<file path="config.mk">
export PLATFORM = sky130hd
export DESIGN_NAME = idr_cell
export DESIGN_NICKNAME = d
export VERILOG_FILES = /design/src/design/integer_divide_remainder_defines.svh /design/src/design/idr_pkg.sv /design/src/design/idr_cell.sv
export SDC_FILE = /design/constraint.sdc
export NUM_CORES = 1
export LEC_CHECK = 0
export ABC_AREA = 1
export BUFFER_PORTS_ARGS = -buffer_cell sky130_fd_sc_hd__buf_2
export CORE_MARGIN = 1
export CORE_UTILIZATION = 49
export DETAILED_ROUTE_END_ITERATION = 8
export HOLD_SLACK_MARGIN = 0.03
export PLACE_DENSITY = 0.81
export SYNTH_ARGS = -nofsm -noshare
export SYNTH_HDL_FRONTEND = slang
export SYNTH_SLANG_ARGS = --single-unit
</file>
<file path="constraint.sdc">
create_clock -name clk -period 0.8 [get_ports clk]
set_input_delay 0.08 -clock clk [delete_from_list [all_inputs] [get_ports clk]]
set_output_delay 0.08 -clock clk [all_outputs]
set_load 0.02 [all_outputs]
</file>
<file path="src/design/integer_divide_remainder_defines.svh">
// assertion macros used by the integer divider top level
`ifndef INTEGER_DIVIDE_REMAINDER_DEFINES_SVH
`define INTEGER_DIVIDE_REMAINDER_DEFINES_SVH

// same-cycle implication, checked outside reset
`define IDR_ASSERT_NOW(label, clk, rst_n, ante, cons) \
    label: assert property (@(posedge clk) disable iff (!rst_n) (ante) |-> (cons)) \
        else $error("integer divider check failed");

// implication over a fixed number of cycles, checked outside reset
`define IDR_ASSERT_AFTER(label, clk, rst_n, ante, dly, cons) \
    label: assert property (@(posedge clk) disable iff (!rst_n) (ante) |-> ##dly (cons)) \
        else $error("integer divider latency check failed");

`endif

</file>
<file path="src/design/idr_pkg.sv">
// shared constants and types of the integer divider
package idr_pkg;

    // fixed port widths
    localparam int FIELD_W = 32;
    localparam int MODE_W  = 2;

    // default datapath width
    localparam int DATA_WIDTH_DEF = 32;

    // operation modes
    localparam logic [MODE_W-1:0] MODE_UQUO = 2'd0;
    localparam logic [MODE_W-1:0] MODE_UREM = 2'd1;
    localparam logic [MODE_W-1:0] MODE_SQUO = 2'd2;
    localparam logic [MODE_W-1:0] MODE_SREM = 2'd3;

    // per-request control carried along the cell chain
    typedef struct packed {
        logic [MODE_W-1:0] mode;
        logic              a_neg;
        logic              b_neg;
    } idr_ctrl_t;

endpackage

</file>
<file path="src/design/idr_cell.sv">
// one restoring division step with its pipeline register
module idr_cell #(
    parameter int W = idr_pkg::DATA_WIDTH_DEF
) (
    input  logic               clk,
    input  logic               rst_n,
    input  logic               in_valid,
    input  idr_pkg::idr_ctrl_t in_ctrl,
    input  logic [W-1:0]       in_part,
    input  logic [W-1:0]       in_nq,
    input  logic [W-1:0]       in_den,
    output logic               out_valid,
    output idr_pkg::idr_ctrl_t out_ctrl,
    output logic [W-1:0]       out_part,
    output logic [W-1:0]       out_nq,
    output logic [W-1:0]       out_den
);

    logic               valid_reg;
    idr_pkg::idr_ctrl_t ctrl_reg;
    logic [W-1:0]       part_reg;
    logic [W-1:0]       part_next;
    logic [W-1:0]       nq_reg;
    logic [W-1:0]       nq_next;
    logic [W-1:0]       den_reg;
    logic [W:0]         shifted;
    logic [W:0]         diff;
    logic               ge;

    // shift in the next dividend bit and try the subtraction
    always_comb
    begin
        shifted   = {in_part, in_nq[W-1]};
        diff      = shifted - {1'b0, in_den};
        ge        = !diff[W];
        part_next = ge ? diff[W-1:0] : shifted[W-1:0];
        nq_next   = {in_nq[W-2:0], ge};
    end

    // valid flag
    always_ff @(posedge clk or negedge rst_n)
    begin
        if (!rst_n)
        begin
            valid_reg <= 1'b0;
        end
        else
        begin
            valid_reg <= in_valid;
        end
    end

    // payload registers
    always_ff @(posedge clk)
    begin
        ctrl_reg <= in_ctrl;
        part_reg <= part_next;
        nq_reg   <= nq_next;
        den_reg  <= in_den;
    end

    assign out_valid = valid_reg;
    assign out_ctrl  = ctrl_reg;
    assign out_part  = part_reg;
    assign out_nq    = nq_reg;
    assign out_den   = den_reg;

endmodule

</file>
==> results of run 1 <==
==> metrics by stage <==
step	worst slack, ns	cells	area [µm²]	util (%)
floorplan	-0.854	784	5230	-
detailed placement	-1.24	1228	7190	69.9
global placement	-1.14	1228	7190	69.9
CTS	-0.647	1357	9760	94.9
==> kinds of logic after synthesis <==
kind of cell / Yosys count
AOI/OAI and AO/OA: 32
xor gates and xnor gates: 15
adders and majority gates: 33
buffers and inverters: 165
DFF: 101
and+or+nand+nor: 438
==> layer usage <==
layer	track usage, %	GRT overflow
met5	29.0	1
met4	114	195
met3	70.4	12
met2	137	808
met1	86.3	5
==> what timing repair did <==
action                                  4_1_cts
endpoints found under the setup margin      134
buffers inserted                              9
cloned                                        7
hold buffers                                 97
pin swaps                                    25
gates resized for setup                     389
endpoints found under the hold margin        97
==> impl_metrics.toml, run 1 <==
[status]
status = "stopped before the end"
lastStage = "global routing (5_1_grt)"
error_line = "[ERROR GRT-0232] Routing congestion too high. Check the congestion heatmap in the GUI."

[cts]
cts_buffers = 9
cts_buffer_depth = 2
clock_sinks = 101
root_buffer = "clkbuf_8"
htree_levels = 3

[synthesis]
synth_cell_type_count = 26
synthSimpleGateAreaFrac_pct = 34.2
synth_compound_area_share_pct = 3.57
synth_fp_nets = 920
postSynth.asyncResetShare_pct = 0.990
yosysSeqAreaShare_pct = 39.1
synth.top_cell.area_share_pct = 38.6
synth_mux_area_share_pct = 0
synth_xor_area_share_pct = 2.53
synth_seq_cells = 101
synth_top_family_by_area = "simple AND/OR/NAND/NOR gates"
synth.top_cells.by_count = "335 x nand2_1, 157 x inv_1, 100 x dfxtp_1, 38 x nor2_1, 32 x ha_1"
synth_area_leader_cell = "dfxtp_1"
avgSynthCellArea_um2 = 6.62
synthAdderAreaFrac_pct = 8.10
post-synth-top-count-cell = "nand2_1"
synth.yosys.warnings = 0
synth_edf_count = 0
syn-cell-area_um2 = 5190
yosys-top-cells-area = "dfxtp_1 39%, nand2_1 24%, inv_1 11%"
syn_inst = 784
synth_ff_type = "dfxtp_1"

[die]
die_w_um = 105
die_height_um = 105
rows = 37
start_util_pct = 50.5
ioPinCount = 204

[place]
io_buffers = 203
place_hpwl_um = 12600
gp_congestion = 0.879

[sta]
crit_endpoint = "out_part[22]$_DFF_P_/D"
endpoint_type = "sequential cell input"

[global_routing]
track_usage_pct = 99.1
grt_max_degree = 18
grt.overflow.total = 1021
==> run 2: changes to the inputs <==
- CORE_UTILIZATION: 49 -> 40
- HOLD_SLACK_MARGIN: 0.03 -> default
- PLACE_DENSITY: 0.81 -> default
- PLACE_DENSITY_LB_ADDON: default -> 0.15
==> impl_metrics.toml, run 2 <==
[power]
report.power.total_mw = 16.8
vdd_drop_max_v = 0.00137
power_density_nw_per_um2 = 1690
p_leak_nw = 5.45

[die]
die_height_um = 116
die_w_um = 116
ioPinCount = 204
rows = 41
dieArea_um2 = 13400
start_util_pct = 41.1
core_um2 = 12600

[place]
place_area_um2 = 7360
gp_congestion = 0.903
place_hpwl_um = 12700
io_buffers = 203
placedCellCount = 1274

[layout]
fin_cells = 1397
fin_nets = 1356
layout_common_cells = "301 x nand2_1, 154 x inv_1, 123 x buf_4"
area_growth_pct = 91.4
layout-drive-gt1-share_pct = 44.2
nFillCells = 858
seq_area_um2 = 2150
antenna_cells = 0
final_common_cell = "nand2_1"
finalInstanceArea_um2 = 9930
multiInputGateArea_um2 = 2930

[sta]
drv_slew = 0
relSlewSlack_pct = 77.7
fin_crit_sh_pct = 196
clock.fmax_mhz = 639
holdWs_ns = 0.0170
finalHoldViolations = 0
setup-violations-final = 134
worst_slew_pin_slew_ns = 0.334
setup_ws_ns = -0.764
min_period_ns = 1.56
rsz0062_at_grt = "yes"

[synthesis]
synth_seq_cells = 101
synth.top_cell.area_share_pct = 38.6
synth_area_leader_cell = "dfxtp_1"
synth.top_cells.by_count = "335 x nand2_1, 157 x inv_1, 100 x dfxtp_1, 38 x nor2_1, 32 x ha_1"
post-synth-top-count-cell = "nand2_1"
yosysSeqAreaShare_pct = 39.1
synth_ff_type = "dfxtp_1"
syn-cell-area_um2 = 5190
postSynth.asyncResetShare_pct = 0.990
synth_edf_count = 0
synth.yosys.warnings = 0
synth_cell_type_count = 26
yosys-top-cells-area = "dfxtp_1 39%, nand2_1 24%, inv_1 11%"
syn_inst = 784
avgSynthCellArea_um2 = 6.62
synth_fp_nets = 920

[routing]
wl_um = 20700
drt_iter0_markers = 363
via_per_inst = 4.55
wl_per_cell_um = 14.8
firstDrtPassIters = 5
vias = 6358
post-route-drc-count = 0
postRouteAntennaNets = 0

[worst_setup_path]
crit_path_end_kind = "flop"
worstSetupPathType = "in -> reg"
critPathMaxFanout = 8
slowest_delay_ns = 0.30
cp_slowest_cell = "ha_1"
path_cells = "buf_2 -> inv_1 -> ha_1 -> nand2_2 -> inv_1 -> nand2_2 -> inv_1 -> a21oi_4 -> nand2_4 -> nand2_4 -> nand2_4 -> buf_6 -> nand2_4 -> nand2_8 -> buf_12 -> nand2_1 -> nand2_1"
crit_top_cell = "nand2_4"
crit_path_start_kind = "input port"
cp.arrival_ns = 1.80
crit_required_ns = 1.04

[global_routing]
first_global_vias = 6117
grt_max_degree = 20
grt.overflow.total = 0
track_usage_pct = 28.9
grt_first_pass_wirelength_um = 29500
antenna_found_initial = 0

[cts]
cts_buffers = 9
clock_sinks = 101
root_buffer = "clkbuf_16"
htree_levels = 3
cts_buffer_depth = 2
tritoncts = "yes"
clk_pin_slew_worst_paths_ns = 0.08

[status]
status = "complete, but fails checks"
violations = "setup timing"

[job]
maxCapViolations = 0

[worst_hold_path]
hold_path.class = "in -> async"
run 2: cell counts after synthesis:
No cell type changed its count.
run 2: cells by family (layout without fill, tap and decap cells):
family | after synthesis | count (layout) | share of synthesized area [%]
xor gates and xnor gates | 15 | 15 | 2.53
and+or+nand+nor | 438 | 438 | 34.2
AOI/OAI and AO/OA | 32 | 32 | 3.57
DFF | 101 | 101 | 39.1
adders and majority gates | 33 | 33 | 8.10
buffers and inverters | 165 | 606 | 12.6
run 2: final cells by class:
type / count / share of cell area [%]
tap: 172 / 2.17
clock buffer: 10 / 2.31
timing repair buffer: 431 / 37.7
clock inverter: 6 / 0.554
inverter: 159 / 6.08
sequential: 101 / 21.7
multi-input combinational: 518 / 29.5
run 2: power by group:
part	internal, mW	switching (mW)
Sequential	5.64	0.276
Clock	2.18	2.18
Combinational	3.24	3.22
Total	11.1	5.68
run 2: metal layers:
layer	wire length [µm]	part of all wire (%)	track usage (%)	up-vias
li1	-	-	-	3200
met1	8520	41	34.1	2899
met2	10400	50	52.3	227
met3	1360	6.6	5.33	32
met4	399	1.9	9.66	0
met5	0	0	0	-
run 2: through the flow:
stage / util (%) / setup TNS [ns] / worst slack, ns
after CTS: 75.0 / -32.02 / -0.731
after floorplan: - / -27.75 / -0.854
after global placement: 58.3 / -34.23 / -1.06
after global routing: 78.7 / -37.35 / -0.882
after detailed placement: 58.3 / -36.36 / -1.12
final: 78.7 / -32.12 / -0.764
run 2: worst max-delay path by stage:
stage | from | end | slack, ns | cells past startpoint
global route | in_den[21] | out_part[11] | -0.88 | 16
CTS | in_nq[31] | out_part[10] | -0.73 | 19
floorplan | in_nq[31] | out_part[2] | -0.85 | 17
finish | in_den[14] | out_part[11] | -0.76 | 17
global placement | in_part[4] | out_part[27] | -1.06 | 14
detailed placement | in_nq[31] | out_part[15] | -1.12 | 18
run 2: repair_timing:
item,in CTS,in global routing
endpoints found under the hold margin,95,0
cloned,1,3
endpoints found under the setup margin,134,134
pin swaps,0,28
hold buffers,95,0
buffers inserted,3,5
gates resized for setup,313,75
run 2: critical path, delay by kind of cell:
kind / cells / cell delay, ns
adder cells (fa/ha/maj): 1 / 0.30
AO/OA/AOI/OAI: 1 / 0.14
AND/OR/NAND/NOR: 9 / 0.71
buffers and inverters: 6 / 0.57
Power figures use the tool's default switching activity.
